===== src/sv/xsrd_pkg.sv =====
`timescale 1ns / 1ps
`default_nettype none
package xsrd_pkg;

    // default display size in pixels
    localparam int unsigned DEF_SCREEN_WIDTH  = 64;
    localparam int unsigned DEF_SCREEN_HEIGHT = 32;

    // frame store geometry
    localparam int unsigned STORE_DEPTH  = 256;
    localparam int unsigned STORE_ADDR_W = 8;

    // fixed-point shift used for the wrap-around reciprocals
    localparam int unsigned RECIP_SHIFT = 16;

    // depth of the command queue between front and back
    localparam int unsigned QUEUE_DEPTH = 2;

    // command codes
    typedef enum logic [1:0] {
        OP_CLEAR = 2'd0,
        OP_DRAW  = 2'd1,
        OP_READ  = 2'd2,
        OP_NOP   = 2'd3
    } t_op;

    // input transaction
    typedef struct packed {
        logic [1:0] opcode;
        logic [7:0] x_pos;
        logic [7:0] y_pos;
        logic [3:0] row_index;
        logic [7:0] sprite_byte;
        logic       first_row;
        logic [7:0] read_address;
    } t_in_item;

    // output transaction
    typedef struct packed {
        logic       collision;
        logic [7:0] read_data;
    } t_out_item;

    // classified command handed from front to back
    typedef struct packed {
        t_op        op;
        logic       first_row;
        logic [7:0] addr;
        logic [7:0] mask0;
        logic [7:0] mask1;
    } t_cmd;

    // back-end sequencer states
    typedef enum logic [1:0] {
        BK_IDLE  = 2'd0,
        BK_RDATA = 2'd1,
        BK_BYTE0 = 2'd2,
        BK_BYTE1 = 2'd3
    } t_back_state;

endpackage
`default_nettype wire


===== src/sv/xor_sprite_row_draw_top.sv =====
// XOR sprite row renderer over a 1-bit-per-pixel frame store of 256 bytes
// (SCREEN_WIDTH x SCREEN_HEIGHT pixels, eight pixels per byte, MSB leftmost).
// Every input transaction yields exactly one output transaction carrying the
// collision flag and, for a read, the addressed byte. A front pipeline of two
// stages wraps the origin, forms the byte address and the two pixel masks,
// then hands the command through a two-entry queue to the back end, which owns
// the frame store with one write port and one registered read port. The back end
// sets the pace and takes a new command only while idle: a draw row steps through
// a read, a read-modify-write of the first byte and a write of the second, a read
// command through a fetch and the data return, and a clear or an unused opcode is
// done in the idle state. Clear and reset empty the store at once through per-byte
// valid bits, so no sweep is needed.
`timescale 1ns / 1ps
`default_nettype none
module xor_sprite_row_draw_top import xsrd_pkg::*; #(
    parameter int unsigned SCREEN_WIDTH  = DEF_SCREEN_WIDTH,
    parameter int unsigned SCREEN_HEIGHT = DEF_SCREEN_HEIGHT
) (
    input  wire logic     i_clk,
    input  wire logic     i_rst_n,
    input  wire logic     i_in_valid,
    output logic          o_in_stall,
    input  wire t_in_item i_in_item,
    output logic          o_out_valid,
    input  wire logic     i_out_stall,
    output t_out_item     o_out_item
);

    logic push;
    t_cmd push_cmd;
    logic push_ready;
    logic pop;
    logic pop_valid;
    t_cmd pop_cmd;

    // address and mask preparation
    xsrd_front #(
        .SCREEN_WIDTH  (SCREEN_WIDTH),
        .SCREEN_HEIGHT (SCREEN_HEIGHT)
    ) u_front (
        .i_clk        (i_clk),
        .i_rst_n      (i_rst_n),
        .i_in_valid   (i_in_valid),
        .o_in_stall   (o_in_stall),
        .i_in_item    (i_in_item),
        .o_push       (push),
        .o_push_cmd   (push_cmd),
        .i_push_ready (push_ready)
    );

    // command queue
    xsrd_queue u_queue (
        .i_clk        (i_clk),
        .i_rst_n      (i_rst_n),
        .i_push       (push),
        .i_push_cmd   (push_cmd),
        .o_push_ready (push_ready),
        .i_pop        (pop),
        .o_pop_valid  (pop_valid),
        .o_pop_cmd    (pop_cmd)
    );

    // frame store sequencer
    xsrd_back u_back (
        .i_clk       (i_clk),
        .i_rst_n     (i_rst_n),
        .i_pop_valid (pop_valid),
        .i_pop_cmd   (pop_cmd),
        .o_pop       (pop),
        .o_out_valid (o_out_valid),
        .i_out_stall (i_out_stall),
        .o_out_item  (o_out_item)
    );

endmodule
`default_nettype wire


===== src/sv/xsrd_front.sv =====
`timescale 1ns / 1ps
`default_nettype none
module xsrd_front import xsrd_pkg::*; #(
    parameter int unsigned SCREEN_WIDTH  = DEF_SCREEN_WIDTH,
    parameter int unsigned SCREEN_HEIGHT = DEF_SCREEN_HEIGHT
) (
    input  wire logic     i_clk,
    input  wire logic     i_rst_n,
    input  wire logic     i_in_valid,
    output logic          o_in_stall,
    input  wire t_in_item i_in_item,
    output logic          o_push,
    output t_cmd          o_push_cmd,
    input  wire logic     i_push_ready
);

    localparam int unsigned ROW_BYTES = (SCREEN_WIDTH + 7) / 8;
    localparam logic [16:0] RECIP_X = 17'((1 << RECIP_SHIFT) / SCREEN_WIDTH);
    localparam logic [16:0] RECIP_Y = 17'((1 << RECIP_SHIFT) / SCREEN_HEIGHT);
    localparam logic [8:0]  W9      = 9'(SCREEN_WIDTH);
    localparam logic [8:0]  H9      = 9'(SCREEN_HEIGHT);
    localparam logic [5:0]  RB6     = 6'(ROW_BYTES);

    // stage 1 registers
    logic        r1_v;
    t_in_item    r1_item;
    logic [24:0] r1_px;
    logic [24:0] r1_py;

    // stage 2 registers
    logic        r2_v;
    t_op         r2_op;
    logic        r2_fr;
    logic [7:0]  r2_ra;
    logic [7:0]  r2_sb;
    logic [7:0]  r2_col;
    logic [8:0]  r2_row;
    logic        r2_rok;

    logic        rdy1;
    logic        rdy2;

    // pipeline advance
    assign rdy2       = !r2_v || i_push_ready;
    assign rdy1       = !r1_v || rdy2;
    assign o_in_stall = !rdy1;

    // stage 1: capture transaction and reciprocal products
    always_ff @(posedge i_clk) begin
        if (!i_rst_n) begin
            r1_v <= 1'b0;
        end else if (rdy1) begin
            r1_v <= i_in_valid;
        end
        if (rdy1 && i_in_valid) begin
            r1_item <= i_in_item;
            r1_px   <= 25'({17'd0, i_in_item.x_pos} * {8'd0, RECIP_X});
            r1_py   <= 25'({17'd0, i_in_item.y_pos} * {8'd0, RECIP_Y});
        end
    end

    // stage 2 logic: remainder with one correction step
    logic [7:0]  qx;
    logic [7:0]  qy;
    logic [16:0] prx;
    logic [16:0] pry;
    logic [16:0] dx;
    logic [16:0] dy;
    logic [8:0]  rx0;
    logic [8:0]  ry0;
    logic [8:0]  rx;
    logic [8:0]  ry;
    logic [8:0]  row_sum;

    always_comb begin
        qx      = r1_px[23:16];
        qy      = r1_py[23:16];
        prx     = 17'({9'd0, qx} * {8'd0, W9});
        pry     = 17'({9'd0, qy} * {8'd0, H9});
        dx      = {9'd0, r1_item.x_pos} - prx;
        dy      = {9'd0, r1_item.y_pos} - pry;
        rx0     = dx[8:0];
        ry0     = dy[8:0];
        rx      = (rx0 >= W9) ? (rx0 - W9) : rx0;
        ry      = (ry0 >= H9) ? (ry0 - H9) : ry0;
        row_sum = ry + {5'd0, r1_item.row_index};
    end

    always_ff @(posedge i_clk) begin
        if (!i_rst_n) begin
            r2_v <= 1'b0;
        end else if (rdy2) begin
            r2_v <= r1_v;
        end
        if (rdy2 && r1_v) begin
            r2_op  <= t_op'(r1_item.opcode);
            r2_fr  <= r1_item.first_row;
            r2_ra  <= r1_item.read_address;
            r2_sb  <= r1_item.sprite_byte;
            r2_col <= rx[7:0];
            r2_row <= row_sum;
            r2_rok <= (row_sum < H9);
        end
    end

    // stage 3 logic: byte address, clipping and pixel masks
    logic [7:0]  keep;
    logic [7:0]  clip;
    logic [15:0] sh;
    logic [14:0] prod;
    logic [14:0] idx0;
    logic [14:0] idx1;

    always_comb begin
        for (int b = 0; b < 8; b++) begin
            keep[7 - b] = (({1'b0, r2_col} + 9'(b)) < W9);
        end
        clip = r2_rok ? (r2_sb & keep) : 8'h00;
        sh   = {clip, 8'h00} >> r2_col[2:0];
        prod = 15'({6'd0, r2_row} * {9'd0, RB6});
        idx0 = prod + {10'd0, r2_col[7:3]};
        idx1 = idx0 + 15'd1;

        o_push_cmd.op        = r2_op;
        o_push_cmd.first_row = r2_fr;
        o_push_cmd.addr      = (r2_op == OP_READ) ? r2_ra : idx0[7:0];
        o_push_cmd.mask0     = (idx0 < 15'(STORE_DEPTH)) ? sh[15:8] : 8'h00;
        o_push_cmd.mask1     = (idx1 < 15'(STORE_DEPTH)) ? sh[7:0] : 8'h00;
    end

    assign o_push = r2_v && i_push_ready;

endmodule
`default_nettype wire


===== src/sv/xsrd_queue.sv =====
`timescale 1ns / 1ps
`default_nettype none
module xsrd_queue import xsrd_pkg::*; (
    input  wire logic i_clk,
    input  wire logic i_rst_n,
    input  wire logic i_push,
    input  wire t_cmd i_push_cmd,
    output logic      o_push_ready,
    input  wire logic i_pop,
    output logic      o_pop_valid,
    output t_cmd      o_pop_cmd
);

    localparam int unsigned PTR_W = (QUEUE_DEPTH > 1) ? $clog2(QUEUE_DEPTH) : 1;
    localparam int unsigned CNT_W = $clog2(QUEUE_DEPTH + 1);

    t_cmd             r_slot [QUEUE_DEPTH];
    logic [PTR_W-1:0] r_wr_ptr;
    logic [PTR_W-1:0] r_rd_ptr;
    logic [CNT_W-1:0] r_count;

    // status
    assign o_push_ready = (r_count != CNT_W'(QUEUE_DEPTH));
    assign o_pop_valid  = (r_count != '0);
    assign o_pop_cmd    = r_slot[r_rd_ptr];

    // pointer and fill tracking
    always_ff @(posedge i_clk) begin
        if (!i_rst_n) begin
            r_wr_ptr <= '0;
            r_rd_ptr <= '0;
            r_count  <= '0;
        end else begin
            if (i_push) begin
                r_wr_ptr <= (r_wr_ptr == PTR_W'(QUEUE_DEPTH - 1)) ? '0 : r_wr_ptr + 1'b1;
            end
            if (i_pop) begin
                r_rd_ptr <= (r_rd_ptr == PTR_W'(QUEUE_DEPTH - 1)) ? '0 : r_rd_ptr + 1'b1;
            end
            if (i_push && !i_pop) begin
                r_count <= r_count + 1'b1;
            end else if (i_pop && !i_push) begin
                r_count <= r_count - 1'b1;
            end
        end
    end

    // slot storage
    always_ff @(posedge i_clk) begin
        if (i_push) begin
            r_slot[r_wr_ptr] <= i_push_cmd;
        end
    end

endmodule
`default_nettype wire


===== src/sv/xsrd_back.sv =====
`timescale 1ns / 1ps
`default_nettype none
module xsrd_back import xsrd_pkg::*; (
    input  wire logic i_clk,
    input  wire logic i_rst_n,
    input  wire logic i_pop_valid,
    input  wire t_cmd i_pop_cmd,
    output logic      o_pop,
    output logic      o_out_valid,
    input  wire logic i_out_stall,
    output t_out_item o_out_item
);

    t_back_state r_state;
    t_back_state n_state;
    t_cmd        r_cmd;
    logic        r_flag;
    logic        n_flag;

    // frame store with one valid bit per byte
    logic [7:0]             r_mem [STORE_DEPTH];
    logic [STORE_DEPTH-1:0] r_valid;
    logic [7:0]             r_rdq;
    logic                   r_rdv;

    logic        r_out_v;
    t_out_item   r_out;

    logic        out_free;
    logic        rd_en;
    logic [7:0]  rd_addr;
    logic        wr_en;
    logic [7:0]  wr_addr;
    logic [7:0]  wr_data;
    logic        clr_all;
    logic        out_load;
    t_out_item   out_next;
    logic [7:0]  old_byte;
    logic        hit;

    assign out_free = !r_out_v || !i_out_stall;
    assign old_byte = r_rdv ? r_rdq : 8'h00;

    // next state
    always_comb begin
        n_state = r_state;
        unique case (r_state)
            BK_IDLE: begin
                if (i_pop_valid && out_free) begin
                    unique case (i_pop_cmd.op)
                        OP_READ: n_state = BK_RDATA;
                        OP_DRAW: n_state = BK_BYTE0;
                        default: n_state = BK_IDLE;
                    endcase
                end
            end
            BK_RDATA: n_state = BK_IDLE;
            BK_BYTE0: n_state = BK_BYTE1;
            BK_BYTE1: n_state = BK_IDLE;
            default:  n_state = BK_IDLE;
        endcase
    end

    // sequencer outputs
    always_comb begin
        o_pop    = 1'b0;
        rd_en    = 1'b0;
        rd_addr  = r_cmd.addr;
        wr_en    = 1'b0;
        wr_addr  = r_cmd.addr;
        wr_data  = 8'h00;
        clr_all  = 1'b0;
        out_load = 1'b0;
        out_next = '{collision: r_flag, read_data: 8'h00};
        hit      = 1'b0;
        n_flag   = r_flag;
        unique case (r_state)
            BK_IDLE: begin
                if (i_pop_valid && out_free) begin
                    o_pop   = 1'b1;
                    rd_en   = 1'b1;
                    rd_addr = i_pop_cmd.addr;
                    unique case (i_pop_cmd.op)
                        OP_CLEAR: begin
                            clr_all  = 1'b1;
                            out_load = 1'b1;
                        end
                        OP_DRAW: begin
                            if (i_pop_cmd.first_row) begin
                                n_flag = 1'b0;
                            end
                        end
                        OP_READ: begin
                            out_load = 1'b0;
                        end
                        default: begin
                            out_load = 1'b1;
                        end
                    endcase
                end
            end
            BK_RDATA: begin
                out_load           = 1'b1;
                out_next.read_data = old_byte;
            end
            BK_BYTE0: begin
                hit     = |(old_byte & r_cmd.mask0);
                wr_en   = (r_cmd.mask0 != 8'h00);
                wr_data = old_byte ^ r_cmd.mask0;
                rd_en   = 1'b1;
                rd_addr = r_cmd.addr + 8'd1;
                n_flag  = r_flag | hit;
            end
            BK_BYTE1: begin
                hit                = |(old_byte & r_cmd.mask1);
                wr_en              = (r_cmd.mask1 != 8'h00);
                wr_addr            = r_cmd.addr + 8'd1;
                wr_data            = old_byte ^ r_cmd.mask1;
                n_flag             = r_flag | hit;
                out_load           = 1'b1;
                out_next.collision = r_flag | hit;
            end
            default: begin
                hit = 1'b0;
            end
        endcase
    end

    // control registers
    always_ff @(posedge i_clk) begin
        if (!i_rst_n) begin
            r_state <= BK_IDLE;
            r_flag  <= 1'b0;
            r_out_v <= 1'b0;
        end else begin
            r_state <= n_state;
            r_flag  <= n_flag;
            if (out_load) begin
                r_out_v <= 1'b1;
            end else if (!i_out_stall) begin
                r_out_v <= 1'b0;
            end
        end
        if (o_pop) begin
            r_cmd <= i_pop_cmd;
        end
        if (out_load) begin
            r_out <= out_next;
        end
    end

    // byte valid bits, cleared at once by reset or a clear command
    always_ff @(posedge i_clk) begin
        if (!i_rst_n || clr_all) begin
            r_valid <= '0;
        end else if (wr_en) begin
            r_valid[wr_addr] <= 1'b1;
        end
    end

    // frame store memory, one write and one registered read per cycle
    always_ff @(posedge i_clk) begin
        if (wr_en) begin
            r_mem[wr_addr] <= wr_data;
        end
        if (rd_en) begin
            r_rdq <= r_mem[rd_addr];
            r_rdv <= r_valid[rd_addr];
        end
    end

    assign o_out_valid = r_out_v;
    assign o_out_item  = r_out;

endmodule
`default_nettype wire


===== config.mk =====
export PLATFORM = sky130hd
export DESIGN_NAME = xor_sprite_row_draw_top
export DESIGN_NICKNAME = d
export VERILOG_FILES = /design/src/sv/xsrd_pkg.sv /design/src/sv/xor_sprite_row_draw_top.sv /design/src/sv/xsrd_front.sv /design/src/sv/xsrd_queue.sv /design/src/sv/xsrd_back.sv
export SDC_FILE = /design/constraint.sdc
export NUM_CORES = 2
export LEC_CHECK = 0
export BUFFER_PORTS_ARGS = -buffer_cell sky130_fd_sc_hd__buf_2
export CORE_UTILIZATION = 41
export CTS_BUF_LIST = sky130_fd_sc_hd__clkbuf_4 sky130_fd_sc_hd__clkbuf_8 sky130_fd_sc_hd__clkbuf_16
export CTS_CLUSTER_DIAMETER = 200
export DETAILED_ROUTE_END_ITERATION = 7
export PLACE_DENSITY_LB_ADDON = 0.2
export SYNTH_ARGS = -nofsm -noshare
export SYNTH_HDL_FRONTEND = slang
export SYNTH_SLANG_ARGS = --single-unit

===== constraint.sdc =====
create_clock -name i_clk -period 12.45 [get_ports i_clk]
set_input_delay 1.245 -clock i_clk [delete_from_list [all_inputs] [get_ports i_clk]]
set_output_delay 1.245 -clock i_clk [all_outputs]
set_load 0.1 [all_outputs]

==> results.sh <==
export IMPL_hold_class="flip-flop to flip-flop"
export IMPL_status="complete, no violations"
export IMPL_rsz0062_at_grt="no"
export IMPL_final_cells=9051
export IMPL_pwr_share_seq_pct=32.7
export IMPL_synth_top_area_share_pct=68.2
export IMPL_arrival_ns=7.67
export IMPL_synthFlopType="edfxtp_1"
export IMPL_firstDrtPassIters=7
export IMPL_path_clk_slew_ns=0.06
export IMPL_drv_cap=0
export IMPL_io_buffers=48
export IMPL_cts_tree="built"
export IMPL_multi_input_area_um2=23700
export IMPL_fin_nets=5751
export IMPL_switching_share_pct=38.2
export IMPL_drive_above_1_share_pct=19.2
export IMPL_combPwrFrac_pct=40.3
export IMPL_initial_core_util_pct=41.2
export IMPL_synth_top_family_by_area="multiplexers"
export IMPL_gp_congestion=0.839
export IMPL_fillCellCount=20100
export IMPL_netlist_area_um2=97100
export IMPL_final_cell_area_um2=109000
export IMPL_synth_net_count=5664
export IMPL_p_total_mw=28.9
export IMPL_fin_util_pct=46.4
export IMPL_synthArstFlopShare_pct=0
export IMPL_drc=0
export IMPL_clock_sink_count=2474
export IMPL_worst_slew_pin_slew_ns=1.29
export IMPL_cts_repair_resized=0
export IMPL_path_buf_inv=5
export IMPL_cts_root_buf="clkbuf_16"
export IMPL_worstSetupPathType="flip-flop to flip-flop"
export IMPL_grt_usage_pct=22.1
export IMPL_start_kind="flip-flop"
export IMPL_cellPowerDensity_nw_per_um2=264
export IMPL_die_w_um=489
export IMPL_holdWs_ns=0.407
export IMPL_crit_chain="buf_4, nor2b_4, a221oi_4, buf_4, buf_4, nand2_8, buf_4, buf_4, mux4_2, o22ai_1, nor3_1, nor4_1, nor4_1"
export IMPL_dpl_worst_slack_ns=5.56
export IMPL_crit_required_ns=13.08
export IMPL_synthXorXnorAreaFrac_pct=0.189
export IMPL_crit_top_cell="buf_4"
export IMPL_synth_cell_type_count=79
export IMPL_path_max_fanout=64
export IMPL_top_layer_used="met4"
export IMPL_synth_edf_count=2207
export IMPL_pwr_share_clk_pct=27.1
export IMPL_fmax_mhz=142
export IMPL_dr_wl_met3_um=19200
export IMPL_cts_buffer_depth=4
export IMPL_post_route_period_util_pct=56.6
export IMPL_final_cell_mix="edfxtp_1, nand2_1, mux4_2"
export IMPL_dp_cells=8568
export IMPL_internal_power_mw=17.9
export IMPL_synth_seq_cells=2474
export IMPL_fin_tns_setup_ns=0
export IMPL_drt_iter0_drc=5991
export IMPL_synth_seq_area_share_pct=73.8
export IMPL_crit_path_end_kind="flip-flop"
export IMPL_wirelength_um=265000
export IMPL_synth_adder_area_share_pct=0.149
export IMPL_p_leak_nw=34.5
export IMPL_avgViaCountPerCell=5.86
export IMPL_grt_pass1_wl_um=380000
export IMPL_coreArea_um2=235000
export IMPL_final_max_slew_violation_count=0
export IMPL_placed_cell_area_um2=101000
export IMPL_crit_slowest_cell="nor2b_4"
export IMPL_cts_hold_buf=0
export IMPL_wl_per_cell_um=29.3
export IMPL_syn2layout_area_growth_pct=12.6
export IMPL_pin_count=54
export IMPL_drtAntennaViolNets=0
export IMPL_fin_crit_ns=7.04
export IMPL_slowest_delay_ns=1.10
export IMPL_grt_pass1_vias=52300
export IMPL_fin_ws_ns=5.41
export IMPL_grt_overflow=0
export IMPL_drt_met1_wl_um=111000
export IMPL_yosysTopAreaCell="edfxtp_1"
export IMPL_layout_commonest_cell="edfxtp_1"
export IMPL_vias=53100
export IMPL_setup_viol=0
export IMPL_hpwl_um=154000
export IMPL_fp_row_count=178
export IMPL_synth_simple_gate_area_share_pct=5.81
export IMPL_clk_latency_ns=0.92
export IMPL_grt_antenna_before_repair=4
export IMPL_cts_buffers=276
export IMPL_fp_dieH_um=489
export IMPL_synth_avg_cell_area_um2=17.3
export IMPL_synth_compound_area_share_pct=6.75
export IMPL_ir_worst_vdd_mv=0.344
export IMPL_synth_cells=5610
export IMPL_synth_area_leaders="edfxtp_1, mux4_2, dfxtp_1"
export IMPL_dieArea_um2=239000
export IMPL_htreeDepth=5
export IMPL_ys_warn_count=0
export IMPL_critPathTopFamily="simple AND/OR/NAND/NOR gates"
export IMPL_wl_met2_um=125000
export IMPL_final_hold_violation_count=0
export IMPL_fin_worst_skew_ns=0.0594
export IMPL_register_area_um2=71600
export IMPL_synthMuxAreaShare_pct=11.2
export IMPL_grt_max_degree=209
export IMPL_slew_limit_headroom_pct=13.8
export IMPL_post_cts_setup_buffers=0
export IMPL_p_sw_mw=11.0
-- layout make-up --
class	instances	area share (%)
inverters	28	0.0961
clock buffers	402	7.43
multi-input cells	2744	21.6
repair buffers	173	1.24
well taps	3150	3.60
diodes	10	0.0229
flip-flops and latches	2474	65.5
clock inverters	70	0.477
-- routing by layer --
metal  vias to the layer above  track usage, %
met5                         -               0
met4                         0            7.57
met3                       464            4.01
met2                      2023            35.2
met1                     27900            30.5
li1                      22700               -
-- Yosys cell counts, drive strengths merged (10+ instances only) --
| cell | n |
|---|---|
| a32oi | 56 |
| a22oi | 108 |
| buf | 211 |
| a311oi | 26 |
| dfxtp | 267 |
| mux2 | 34 |
| a2111oi | 12 |
| nor2 | 324 |
| a211oi | 49 |
| clkbuf | 153 |
| mux2i | 116 |
| a221oi | 93 |
| o21ai | 54 |
| edfxtp | 2207 |
| nor2b | 13 |
| a21oi | 79 |
| nor4 | 30 |
| ha | 10 |
| o21a | 265 |
| inv | 26 |
| a22o | 16 |
| and2 | 18 |
| nand2 | 526 |
| nor3 | 56 |
| and3 | 45 |
| xnor2 | 18 |
| mux4 | 413 |
| o31ai | 10 |
| o22ai | 20 |
| a31oi | 38 |
| nand3 | 188 |
| o221ai | 14 |
| nand4 | 57 |
-- cells by family after synthesis --
family / count (synthesis)
flip-flops: 2474
AND/OR/NAND/NOR: 1274
AO/OA/AOI/OAI: 875
multiplexers: 563
buffers and inverters: 392
XOR/XNOR: 21
adder cells (fa/ha/maj): 11
-- state kept, by name, summed over array words and instances, names as in the netlist, 5 cells and up, named ones only --
name	cells
u_back.r_mem	2048
u_back.r_valid	256
u_queue.r_slot	52
u_front.r1_item	29
u_back.r_cmd	23
u_back.o_out_item	9
u_back.r_rdq	8
u_front.r2_ra	8
u_front.r2_sb	8
u_front.r2_col	6
u_front.r2_row	6
u_front.r1_py	5
-- path summary, 6_finish.rpt --
path	startpoint	endpoint	slack, ns	depth (start not counted)
max	u_back.r_state[1]$_SDFFE_PN0P_	u_back.r_rdq[4]$_DFFE_PP_	5.41	13
min	u_front.r1_item[9]$_DFFE_PP_	u_front.r2_sb[0]$_DFFE_PP_	0.41	0
max reg2reg	u_back.r_state[1]$_SDFFE_PN0P_	u_back.r_rdq[4]$_DFFE_PP_	5.41	13
min reg2reg	u_front.r1_item[9]$_DFFE_PP_	u_front.r2_sb[0]$_DFFE_PP_	0.41	0
-- power groups by stage --
stage	combinational (mW)	clock, mW	sequential (mW)
3_5_place_dp	11.6	0	9.62
4_1_cts	11.7	7.94	9.44
6_report	11.6	7.82	9.44
5_1_grt	12.2	8.25	9.45
2_1_floorplan	7.50	0	9.69
3_3_place_gp	11.6	0	9.61
(Power assumes the default switching activity.)
